[config.mk]
export PLATFORM = sky130hd
export DESIGN_NAME = bytewise_rsa_modexp_core
export DESIGN_NICKNAME = d
export VERILOG_FILES = /design/src/design/brmx_pkg.sv /design/src/design/brmx_mulmod.sv /design/src/design/brmx_datapath.sv /design/src/design/brmx_ctrl.sv /design/src/design/bytewise_rsa_modexp_core.sv
export SDC_FILE = /design/constraint.sdc
export NUM_CORES = 1
export LEC_CHECK = 0
export BUFFER_PORTS_ARGS = -buffer_cell sky130_fd_sc_hd__buf_2
export CORE_MARGIN = 2
export CORE_UTILIZATION = 57
export DETAILED_ROUTE_END_ITERATION = 12
export HOLD_SLACK_MARGIN = 0.05
export PLACE_DENSITY = 0.81
export SLEW_MARGIN = 20
export SYNTH_ARGS = -nofsm -noshare
export SYNTH_HDL_FRONTEND = slang
export SYNTH_SLANG_ARGS = --single-unit
[constraint.sdc]
create_clock -name clk -period 5.4 [get_ports clk]
set_input_delay 1.35 -clock clk [delete_from_list [all_inputs] [get_ports clk]]
set_output_delay 1.35 -clock clk [all_outputs]
set_load 0.05 [all_outputs]
[src/design/brmx_pkg.sv]
// Shared types and constants for the byte-wise modular exponentiation core.
`default_nettype none

package brmx_pkg;

    // Configuration port geometry
    localparam int CFG_DATA_W = 64;
    localparam int CFG_IDX_W  = 2;

    // Register indexes
    localparam logic [CFG_IDX_W-1:0] REG_MODULUS     = 2'd0;
    localparam logic [CFG_IDX_W-1:0] REG_PUBLIC_EXP  = 2'd1;
    localparam logic [CFG_IDX_W-1:0] REG_PRIVATE_EXP = 2'd2;

    // Operation kinds
    localparam logic KIND_ENCRYPT = 1'b0;
    localparam logic KIND_DECRYPT = 1'b1;

    // Input beat
    typedef struct packed {
        logic       kind;
        logic [7:0] data_byte;
        logic       last_in;
    } in_beat_t;

    // Output beat
    typedef struct packed {
        logic [7:0] result_byte;
        logic       last_out;
    } out_beat_t;

    // Controller to datapath commands
    typedef struct packed {
        logic load;        // capture input beat, select exponent, acc = 1
        logic start_base;  // start reduction of the input byte
        logic take_base;   // store reduced base
        logic start_bit;   // start square (and multiply when bit set)
        logic take_bit;    // store square/product, shift exponent
        logic emit;        // load output register
    } brmx_cmd_t;

    // Datapath to controller status
    typedef struct packed {
        logic exp_zero;       // selected exponent is zero
        logic exp_rest_zero;  // no set bits above the current one
        logic mul_done;       // multiplier units finished
    } brmx_status_t;

endpackage

`default_nettype wire

[src/design/brmx_mulmod.sv]
// Bit-serial interleaved modular multiplier: r = a * b mod m, one bit of a per cycle.
`default_nettype none

module brmx_mulmod #(
    parameter int W = 32
) (
    input  wire logic         clk,
    input  wire logic         rst_n,
    input  wire logic         start,
    input  wire logic [W-1:0] a,
    input  wire logic [W-1:0] b,
    input  wire logic [W:0]   m,      // m = 2^W encodes a zero modulus
    output logic              done,
    output logic [W-1:0]      r
);

    localparam int CNT_W = $clog2(W + 1);

    logic             busy_reg, busy_next;
    logic             done_reg, done_next;
    logic [CNT_W-1:0] cnt_reg, cnt_next;
    logic [W-1:0]     a_reg, b_reg, r_reg;

    logic [W+1:0] t;
    logic [W+2:0] d1, d2;
    logic [W-1:0] r_step;

    // One step: t = 2r + a_i*b, then reduce (t < 3m)
    always_comb
    begin
        t  = {r_reg, 1'b0} + (a_reg[W-1] ? {2'b00, b_reg} : '0);
        d1 = {1'b0, t} - {2'b00, m};
        d2 = {1'b0, t} - {1'b0, m, 1'b0};
        if (!d2[W+2])
        begin
            r_step = d2[W-1:0];
        end
        else if (!d1[W+2])
        begin
            r_step = d1[W-1:0];
        end
        else
        begin
            r_step = t[W-1:0];
        end
    end

    // Control
    always_comb
    begin
        busy_next = busy_reg;
        cnt_next  = cnt_reg;
        done_next = 1'b0;
        if (start)
        begin
            busy_next = 1'b1;
            cnt_next  = CNT_W'(W);
        end
        else if (busy_reg)
        begin
            cnt_next = cnt_reg - 1'b1;
            if (cnt_reg == CNT_W'(1))
            begin
                busy_next = 1'b0;
                done_next = 1'b1;
            end
        end
    end

    always_ff @(posedge clk or negedge rst_n)
    begin
        if (!rst_n)
        begin
            busy_reg <= 1'b0;
            done_reg <= 1'b0;
            cnt_reg  <= '0;
        end
        else
        begin
            busy_reg <= busy_next;
            done_reg <= done_next;
            cnt_reg  <= cnt_next;
        end
    end

    // Operands and partial remainder
    always_ff @(posedge clk)
    begin
        if (start)
        begin
            a_reg <= a;
            b_reg <= b;
            r_reg <= '0;
        end
        else if (busy_reg)
        begin
            a_reg <= {a_reg[W-2:0], 1'b0};
            r_reg <= r_step;
        end
    end

    assign done = done_reg;
    assign r    = r_reg;

endmodule

`default_nettype wire

[src/design/brmx_datapath.sv]
// Datapath: key registers, exponent shifter, base/accumulator and two multipliers.
`default_nettype none

module brmx_datapath #(
    parameter int MOD_WIDTH = 32,
    parameter int EXP_WIDTH = 64
) (
    input  wire logic                              clk,
    input  wire logic                              rst_n,
    input  wire logic                              cfg_we,
    input  wire logic [brmx_pkg::CFG_IDX_W-1:0]    cfg_index,
    input  wire logic [brmx_pkg::CFG_DATA_W-1:0]   cfg_data,
    input  wire brmx_pkg::in_beat_t                in_data,
    input  wire brmx_pkg::brmx_cmd_t               cmd,
    output brmx_pkg::brmx_status_t                 status,
    output brmx_pkg::out_beat_t                    out_data
);

    logic [MOD_WIDTH-1:0] modulus_reg;
    logic [EXP_WIDTH-1:0] pub_exp_reg, priv_exp_reg;

    logic [EXP_WIDTH-1:0] exp_reg;
    logic [MOD_WIDTH-1:0] base_reg, acc_reg;
    logic [7:0]           data_reg;
    logic                 last_reg;
    brmx_pkg::out_beat_t  out_data_reg;

    logic [MOD_WIDTH:0]   mod_ext;
    logic [MOD_WIDTH-1:0] sq_a, sq_b, sq_r, mu_r;
    logic                 sq_done, mu_done;

    // Configuration registers
    always_ff @(posedge clk or negedge rst_n)
    begin
        if (!rst_n)
        begin
            modulus_reg  <= MOD_WIDTH'(1);
            pub_exp_reg  <= '0;
            priv_exp_reg <= '0;
        end
        else if (cfg_we)
        begin
            case (cfg_index)
                brmx_pkg::REG_MODULUS:     modulus_reg  <= cfg_data[MOD_WIDTH-1:0];
                brmx_pkg::REG_PUBLIC_EXP:  pub_exp_reg  <= cfg_data[EXP_WIDTH-1:0];
                brmx_pkg::REG_PRIVATE_EXP: priv_exp_reg <= cfg_data[EXP_WIDTH-1:0];
                default:                   ;
            endcase
        end
    end

    // Zero modulus means plain wrap at 2^MOD_WIDTH
    assign mod_ext = {(modulus_reg == '0), modulus_reg};

    // Squarer also reduces the input byte (byte * 1 mod m)
    assign sq_a = cmd.start_base ? MOD_WIDTH'(data_reg) : base_reg;
    assign sq_b = cmd.start_base ? MOD_WIDTH'(1) : base_reg;

    brmx_mulmod #(
        .W(MOD_WIDTH)
    ) u_square (
        .clk   (clk),
        .rst_n (rst_n),
        .start (cmd.start_base | cmd.start_bit),
        .a     (sq_a),
        .b     (sq_b),
        .m     (mod_ext),
        .done  (sq_done),
        .r     (sq_r)
    );

    brmx_mulmod #(
        .W(MOD_WIDTH)
    ) u_mult (
        .clk   (clk),
        .rst_n (rst_n),
        .start (cmd.start_bit & exp_reg[0]),
        .a     (acc_reg),
        .b     (base_reg),
        .m     (mod_ext),
        .done  (mu_done),
        .r     (mu_r)
    );

    // Working registers
    always_ff @(posedge clk)
    begin
        if (cmd.load)
        begin
            exp_reg  <= (in_data.kind == brmx_pkg::KIND_DECRYPT) ? priv_exp_reg : pub_exp_reg;
            data_reg <= in_data.data_byte;
            last_reg <= in_data.last_in;
            acc_reg  <= MOD_WIDTH'(1);
        end
        if (cmd.take_base)
        begin
            base_reg <= sq_r;
        end
        if (cmd.take_bit)
        begin
            base_reg <= sq_r;
            exp_reg  <= exp_reg >> 1;
            if (exp_reg[0])
            begin
                acc_reg <= mu_r;
            end
        end
        if (cmd.emit)
        begin
            out_data_reg.result_byte <= acc_reg[7:0];
            out_data_reg.last_out    <= last_reg;
        end
    end

    // Both units run the same length; the squarer always runs
    assign status.exp_zero      = (exp_reg == '0);
    assign status.exp_rest_zero = (exp_reg[EXP_WIDTH-1:1] == '0);
    assign status.mul_done      = sq_done & (mu_done | ~mu_done);

    assign out_data = out_data_reg;

endmodule

`default_nettype wire

[src/design/brmx_ctrl.sv]
// Controller: sequences base reduction and one square-and-multiply round per exponent bit.
`default_nettype none

module brmx_ctrl (
    input  wire logic                   clk,
    input  wire logic                   rst_n,
    input  wire logic                   in_valid,
    output logic                        in_ready,
    output logic                        out_valid,
    input  wire logic                   out_ready,
    input  wire brmx_pkg::brmx_status_t status,
    output brmx_pkg::brmx_cmd_t         cmd
);

    localparam logic [2:0] S_IDLE  = 3'd0;
    localparam logic [2:0] S_BASE  = 3'd1;
    localparam logic [2:0] S_BASEW = 3'd2;
    localparam logic [2:0] S_BIT   = 3'd3;
    localparam logic [2:0] S_BITW  = 3'd4;
    localparam logic [2:0] S_OUT   = 3'd5;

    logic [2:0] state_reg, state_next;
    logic       out_valid_reg, out_valid_next;

    // Next state and commands
    always_comb
    begin
        state_next = state_reg;
        cmd        = '0;
        case (state_reg)
            S_IDLE:
            begin
                if (in_valid)
                begin
                    cmd.load   = 1'b1;
                    state_next = S_BASE;
                end
            end
            S_BASE:
            begin
                if (status.exp_zero)
                begin
                    state_next = S_OUT;
                end
                else
                begin
                    cmd.start_base = 1'b1;
                    state_next     = S_BASEW;
                end
            end
            S_BASEW:
            begin
                if (status.mul_done)
                begin
                    cmd.take_base = 1'b1;
                    state_next    = S_BIT;
                end
            end
            S_BIT:
            begin
                cmd.start_bit = 1'b1;
                state_next    = S_BITW;
            end
            S_BITW:
            begin
                if (status.mul_done)
                begin
                    cmd.take_bit = 1'b1;
                    state_next   = status.exp_rest_zero ? S_OUT : S_BIT;
                end
            end
            S_OUT:
            begin
                // wait until the output register is free
                if (!out_valid_reg || out_ready)
                begin
                    cmd.emit   = 1'b1;
                    state_next = S_IDLE;
                end
            end
            default:
            begin
                state_next = S_IDLE;
            end
        endcase
    end

    // Output valid
    always_comb
    begin
        out_valid_next = out_valid_reg;
        if (cmd.emit)
        begin
            out_valid_next = 1'b1;
        end
        else if (out_ready)
        begin
            out_valid_next = 1'b0;
        end
    end

    always_ff @(posedge clk or negedge rst_n)
    begin
        if (!rst_n)
        begin
            state_reg     <= S_IDLE;
            out_valid_reg <= 1'b0;
        end
        else
        begin
            state_reg     <= state_next;
            out_valid_reg <= out_valid_next;
        end
    end

    assign in_ready  = (state_reg == S_IDLE);
    assign out_valid = out_valid_reg;

endmodule

`default_nettype wire

[src/design/bytewise_rsa_modexp_core.sv]
// Byte-wise modular exponentiation core (right-to-left square-and-multiply).
// Usage:
//   Write modulus (index 0), public exponent (1) and private exponent (2)
//   through cfg_we/cfg_index/cfg_data while the core is idle.
//   Input beats (kind, data_byte, last_in) arrive on in_valid/in_ready;
//   one output beat (result_byte, last_out) leaves on out_valid/out_ready.
//   kind 0 uses the public exponent, kind 1 the private one.
// Operation:
//   One byte at a time. Each exponent round runs the squarer, and the
//   multiplier beside it when the exponent bit is set, both bit-serial.
//   Rounds run up to the highest set exponent bit; a zero exponent skips
//   them and yields 1 without reduction.
// Reset:
//   Modulus resets to 1, exponents to 0; no output beat is pending.
// Stalls:
//   The finished beat sits in an output register; the next byte is accepted
//   and worked on meanwhile, and waits for that register before it is shown.
//   A zero modulus means plain wrap at 2^MOD_WIDTH.
`default_nettype none

module bytewise_rsa_modexp_core #(
    parameter int MOD_WIDTH = 32,
    parameter int EXP_WIDTH = 64
) (
    input  wire logic                            clk,
    input  wire logic                            rst_n,
    input  wire logic                            in_valid,
    output logic                                 in_ready,
    input  wire brmx_pkg::in_beat_t              in_data,
    output logic                                 out_valid,
    input  wire logic                            out_ready,
    output brmx_pkg::out_beat_t                  out_data,
    input  wire logic                            cfg_we,
    input  wire logic [brmx_pkg::CFG_IDX_W-1:0]  cfg_index,
    input  wire logic [brmx_pkg::CFG_DATA_W-1:0] cfg_data
);

    brmx_pkg::brmx_cmd_t    cmd;
    brmx_pkg::brmx_status_t status;

    // Sequencer
    brmx_ctrl u_ctrl (
        .clk       (clk),
        .rst_n     (rst_n),
        .in_valid  (in_valid),
        .in_ready  (in_ready),
        .out_valid (out_valid),
        .out_ready (out_ready),
        .status    (status),
        .cmd       (cmd)
    );

    // Arithmetic and key storage
    brmx_datapath #(
        .MOD_WIDTH(MOD_WIDTH),
        .EXP_WIDTH(EXP_WIDTH)
    ) u_datapath (
        .clk       (clk),
        .rst_n     (rst_n),
        .cfg_we    (cfg_we),
        .cfg_index (cfg_index),
        .cfg_data  (cfg_data),
        .in_data   (in_data),
        .cmd       (cmd),
        .status    (status),
        .out_data  (out_data)
    );

endmodule

`default_nettype wire

Yosys cells after proc, flatten, opt, wreduce, memory -nomap -nowiden
Cells that the tools add are included.
{"block": "word_totals", "ramBits": 0, "mem_bits_ro": 0, "register_bits": 517, "elab_cells": 114, "mem_count": 0, "out_inout_bits": 11, "inputBits": 81, "latch_bits": 0}
{"block": "classes", "n_shift": 0, "add_sub_neg": 8, "n_reduce_logical": 16, "n_mux": 51, "n_div": 0, "n_lt_le_gt_ge": 0, "n_mul": 0, "n_eq_ne": 13, "bitwise_logic": 2}
{"op": "32-bit 2-to-1 mux", "n": 16}
{"op": "63-bit 2-to-1 mux", "n": 2}
{"op": "34-bit by 33-bit subtractor with 35-bit output", "n": 2}
{"op": "34-bit by 34-bit subtractor with 35-bit output", "n": 2}
{"op": "33-bit by 34-bit adder with 34-bit output", "n": 2}
{"op": "64-bit logical NOT", "n": 1}
{"op": "64-bit 2-to-1 mux", "n": 1}
{"op": "63-bit logical NOT", "n": 1}
{"op": "32-bit logical NOT", "n": 1}
{"op": "6-bit 2-to-1 mux", "n": 4}
{"op": "1-bit 2-to-1 mux", "n": 21}
{"op": "3-bit 2-to-1 mux", "n": 6}
{"op": "3-bit case mux with 6 select lines", "n": 1}
{"op": "6-bit by 1-bit equality test with 1-bit output (second input constant)", "n": 2}
{"op": "6-bit by 1-bit subtractor with 6-bit output (second input constant)", "n": 2}
{"op": "2-bit nonzero test", "n": 5}
{"op": "3-bit by 2-bit equality test with 1-bit output (second input constant)", "n": 2}
{"op": "3-bit equality test (second input constant)", "n": 2}
{"op": "2-bit by 1-bit inequality test with 1-bit output (second input constant)", "n": 3}
{"op": "2-bit AND reduction", "n": 3}
{"op": "4-bit AND reduction", "n": 1}
{"op": "3-bit by 1-bit equality test with 1-bit output (second input constant)", "n": 1}
{"op": "3-bit logical NOT", "n": 1}
{"op": "2-bit by 1-bit equality test with 1-bit output (second input constant)", "n": 1}
{"op": "7 further kinds", "n": 7}

Depth between registers and ports, before layout
{"block": "depth", "depth_word": 5, "mapped_depth": 27, "depth_no_buf": 24}

Cells and area by module
A second synthesis with hierarchy kept.
{"block": "hier_totals", "cells_unflattened": 3102, "hier_area_um2": 31896.8}
{"mod": "brmx_datapath", "cells_per_inst": 888, "instances": 1, "area_each_um2": 12381.9}
{"mod": "brmx_mulmod at u_datapath.u_mult", "cells_per_inst": 1099, "instances": 1, "area_each_um2": 9664.3}
{"mod": "brmx_mulmod at u_datapath.u_square", "cells_per_inst": 1071, "instances": 1, "area_each_um2": 9472.8}
{"mod": "brmx_ctrl", "cells_per_inst": 44, "instances": 1, "area_each_um2": 377.9}

Worst setup path before layout
No wires, ideal clock.
{"block": "synth_path", "kind": "flip-flop to flip-flop", "start": "reg u_datapath.u_mult.a_reg[31]", "end": "reg u_datapath.u_mult.r_reg[9] (netlist: u_datapath.u_mult.r[9])", "slack_ns": 0.358, "arrival_time_ns": 4.925, "stages_incl_launch_ff": 25, "required_time_ns": 5.283, "path_cell_list": "edfxtp_1 > clkbuf_1 > and2_1 > ha_1 > a211o_1 > or3_1 > o22a_1 > o21ai_2 > o21ai_0 > a311oi_1 > xnor2_1 > ha_1 > clkbuf_1 > a21oi_1 > o21ai_0 > a21o_1 > nor2b_1 > a221oi_1 > nand4b_1 > a21o_1 > buf_4 > buf_4 > nand2_1 > o311ai_0 > a32o_1"}
{"block": "synth_via", "elab_chain_cells": 5, "word_cells_on_any_way": 6, "classes_between": "add/sub (3); mux (3)"}
{"item": "start: declaration", "line": "brmx_mulmod.sv:22", "text": "logic [W-1:0] a_reg, b_reg, r_reg;"}
{"item": "start signal: assignment", "line": "brmx_mulmod.sv:97", "text": "a_reg <= {a_reg[W-2:0], 1'b0};"}
{"item": "32-bit 2-to-1 mux *", "line": "brmx_mulmod.sv:31", "text": "t = {r_reg, 1'b0} + (a_reg[W-1] ? {2'b00, b_reg} : '0);"}
{"item": "33-bit by 34-bit adder with 34-bit output *", "line": "brmx_mulmod.sv:31"}
{"item": "34-bit by 33-bit subtractor with 35-bit output", "line": "brmx_mulmod.sv:32", "text": "d1 = {1'b0, t} - {2'b00, m};"}
{"item": "32-bit 2-to-1 mux", "line": "brmx_mulmod.sv:38", "text": "else if (!d1[W+2])"}
{"item": "32-bit 2-to-1 mux *", "line": "brmx_mulmod.sv:34", "text": "if (!d2[W+2])"}
{"item": "end signal: assignment", "line": "brmx_mulmod.sv:98", "text": "r_reg <= r_step;"}
{"item": "end: declaration", "line": "brmx_mulmod.sv:22"}
Mark *: on every way between the ends. The rest lies on a longest branch, timed or not.
A chain may end at the register's enable or synchronous reset.

Worst setup path after layout
{"block": "layout_path", "start": "reg u_datapath.u_mult.a_reg[31]", "end": "reg u_datapath.u_mult.r_reg[7] (netlist: u_datapath.u_mult.r[7])"}
The elaborated chain is that of the path after synthesis.

==> impl_results.md <==
* Status: finished with violations
* Violated checks: setup timing
* Top cell by count, worst path: buf_4
* Syn avg cell area at 9.86 µm²
* First-pass GRT wire length at 130000 µm
* Routed vias at 25200
* Asr flop ratio synth at 34.6%
* Hpwl dp at 61300 µm
* Register bit total from synthesis at 517
* Share of layout cells above drive strength 1 at 19.1%
* Reg2Reg Launch Point: u_datapath.u_mult.a_reg[31]
* Die area at 55500 µm²
* Ports at 92
* Vias in the first global route at 24000
* Max Cap Viol at 0
* Crit start category: flip-flop
* Maximum fanout along the worst path at 5
* Actual slew at the worst max-slew pin at 1.00 ns
* Final wirelength at 86200 µm
* CTS max path bufs at 3
* Syn nets at 3383
* Critical path arrival at 5.88 ns
* Via density at 6.26
* Top_reg_cell synth: edfxtp_1
* Total CTS buffers at 53
* Initial antenna violation count at 2
* Clk_lat worst skew at 0.62 ns
* Area delta synth->final at 16.4%
* Crit Path Class: flip-flop to flip-flop
* Stages on the worst setup path at 24
* GRT Overall Usage at 29.2%
* CP startpoint: u_datapath.u_mult.a_reg[31]
* Reg-to-Reg End: u_datapath.u_mult.r[7]
* Starting Density at 57.9%
* CTS sink count at 517
* Pins Over Slew Limit at 0
* Worst reg2reg setup slack at -0.04 ns
* Endpoints failing hold at 0
* CTS tree: done
* Worst-path clk slew at 0.06 ns
* Total core area at 52800 µm²
* Filler Cells Inserted at 3857
* Routed wire length per instance at 21.5 µm
* Largest net degree at the start of global routing at 96
* Pre-CTS setup slack at -0.329 ns
* First-pass detailed-route iteration total at 6
* Fmax at 184 MHz
* Die W at 236 µm
* Final worst setup slack at -0.0391 ns
* Largest delay share family, worst path: compound AO/OA/AOI/OAI gates
* Hold Crit Class: flip-flop to flip-flop
* Number of flops mapped to enable cells by yosys at 241
* YS warnings at 0
* Syn Inst Count at 3098
* Crit path buffers/inverters at 5
* Worst Setup EP: u_datapath.u_mult.r[7]
* Reg2Reg Depth at 24
* Syn Std Cell Area at 30600 µm²
* Seq/Total Area, Yosys at 44.7%
* Die H at 236 µm
* GRT Residual Overflow at 0
* Slew headroom at 33.1%
* Core Rows at 84
* Max stage delay cell, worst path: edfxtp_1
* CP cell instances: buf_6 -> and2_4 -> ha_4 -> a211o_1 -> or3_1 -> o22a_1 -> o21ai_4 -> o21ai_1 -> buf_4 -> a31oi_1 -> xnor2_2 -> buf_4 -> ha_1 -> a21oi_2 -> o211ai_1 -> a221oi_2 -> nand4b_1 -> a21o_4 -> buf_12 -> clkbuf_16 -> mux2i_1 -> nand2_1 -> a22oi_1 -> nor2_1
* ANT nets after route at 0
* Final setup violation count at 4
* Iteration-0 DRC Markers at 2867
* Clock Tree Root: clkbuf_16
* Residual DRC count at 0
* Hold Slack at 0.418 ns
* CP max stage delay at 0.41 ns
* NumNets Final at 3571
* H-tree levels at 2
* PortBufs at 91
* Final Cycle Share at 101%
* Clock skew at 0.0377 ns
* Minimum clock period at 5.44 ns
* CP Capture Type: flip-flop
* CP required at 5.84 ns
* RD Place Congestion at 0.970
* Synth cell types at 87
## synth_stat cells (32+ instances only)
master / n / area [µm²]
mux2_2: 134 / 1510
nand2b_1: 32 / 200
o21ai_0: 260 / 1300
inv_1: 91 / 342
mux2i_1: 96 / 961
nand2_1: 451 / 1690
nand3_1: 46 / 230
xor2_1: 62 / 543
a211oi_1: 36 / 270
edfxtp_1: 241 / 7240
dfxtp_1: 97 / 1940
clkbuf_1: 90 / 338
nor2_1: 144 / 541
xnor2_1: 111 / 972
dfrtp_1: 178 / 4450
ha_1: 198 / 2480
a21oi_1: 235 / 1180
and2_1: 100 / 626
a21o_1: 67 / 503
## cell usage in the layout, fill, tap and decap left out, types with 17 or more instances in the layout
| cell | instances |
|---|---|
| nand2_1 | 447 |
| o21ai_0 | 244 |
| edfxtp_1 | 241 |
| a21oi_1 | 212 |
| dfrtp_1 | 178 |
| ha_1 | 163 |
| buf_4 | 141 |
| nor2_1 | 140 |
| mux2_2 | 134 |
| xnor2_1 | 97 |
| dfxtp_1 | 97 |
| and2_1 | 96 |
| mux2i_1 | 94 |
| inv_1 | 89 |
| buf_2 | 89 |
| a21o_1 | 66 |
| clkbuf_16 | 59 |
| xor2_1 | 58 |
| nand3_1 | 43 |
| nand2b_1 | 31 |
| nor3_1 | 29 |
| nor4_1 | 28 |
| a211oi_1 | 28 |
| o211ai_1 | 24 |
| o21a_1 | 24 |
| ha_4 | 23 |
| nand4_1 | 22 |
| nor2b_1 | 21 |
| a21oi_2 | 21 |
| a31oi_1 | 20 |
| o21bai_1 | 19 |
| o21ai_1 | 18 |
| a22oi_1 | 17 |
## stage by stage
step,std cells,setup TNS (ns),area (µm²),util (%)
4_1_cts,3975,0,34300,65.0
3_5_place_dp,3876,-3.00,32400,61.3
3_3_place_gp,3876,-0.140,32400,61.3
2_1_floorplan,3098,0,30600,-
5_1_grt,4020,-3.42,35600,67.4
6_report,4020,-0.0812,35600,67.4
## worst min-delay path by stage
stage	to	slack [ns]	cells past startpoint	start
after floorplan	u_datapath.out_data[0]	0.40	0	u_datapath.last_reg
after global placement	u_datapath.out_data[0]	0.40	0	u_datapath.last_reg
after detailed placement	u_datapath.out_data[0]	0.41	0	u_datapath.last_reg
after CTS	u_datapath.out_data[0]	0.42	0	u_datapath.last_reg
after global routing	u_datapath.out_data[0]	0.43	0	u_datapath.last_reg
final	u_datapath.out_data[0]	0.42	0	u_datapath.last_reg
## metal layers
metal	global-route usage, %	routed length [µm]	up-vias
met2	45.8	39100	1142
met5	0	0	-
li1	-	-	11600
met1	41.7	37100	12200
met3	3.87	6690	184
met4	10.7	3350	0
## repair_timing
action                                  4_1_cts  5_1_grt
gates resized for setup                      12      162
hold buffers                                  0        0
endpoints found under the setup margin       44       64
buffers inserted                              0       38
cloned                                        0        6
pin swaps                                     0       66
## area by class of cell
class / instances / area (µm²) / share of cell area (%)
repair buffers: 253 / 1900 / 5.33
well taps: 688 / 861 / 2.42
clock buffers: 66 / 1450 / 4.07
multi-input cells: 2368 / 16900 / 47.6
diodes: 2 / 5.00 / 0.0141
clock inverters: 33 / 409 / 1.15
inverters: 93 / 349 / 0.981
flip-flops and latches: 517 / 13700 / 38.4
## worst reg2reg max path, delay by kind of cell, from the launching register on
kind / cells / cell delay, ns
mux: 1 / 0.14
fa+ha+maj: 2 / 0.59
compound gates: 10 / 2.44
flops: 1 / 0.41
xor+xnor: 1 / 0.11
simple gates: 5 / 0.81
buf+inv: 5 / 0.78
## kinds of logic after synthesis
logic type,count (synthesis),synth area share [%]
AND/OR/NAND/NOR,928,13.9
adder cells (fa/ha/maj),204,8.50
multiplexers,230,8.08
AO/OA/AOI/OAI,833,17.1
buffers and inverters,213,2.77
XOR/XNOR,173,4.96
flip-flops,517,44.7
Power is not shown: default switching activity piles up to over one toggle a cycle in this logic, so the estimate is an artifact.
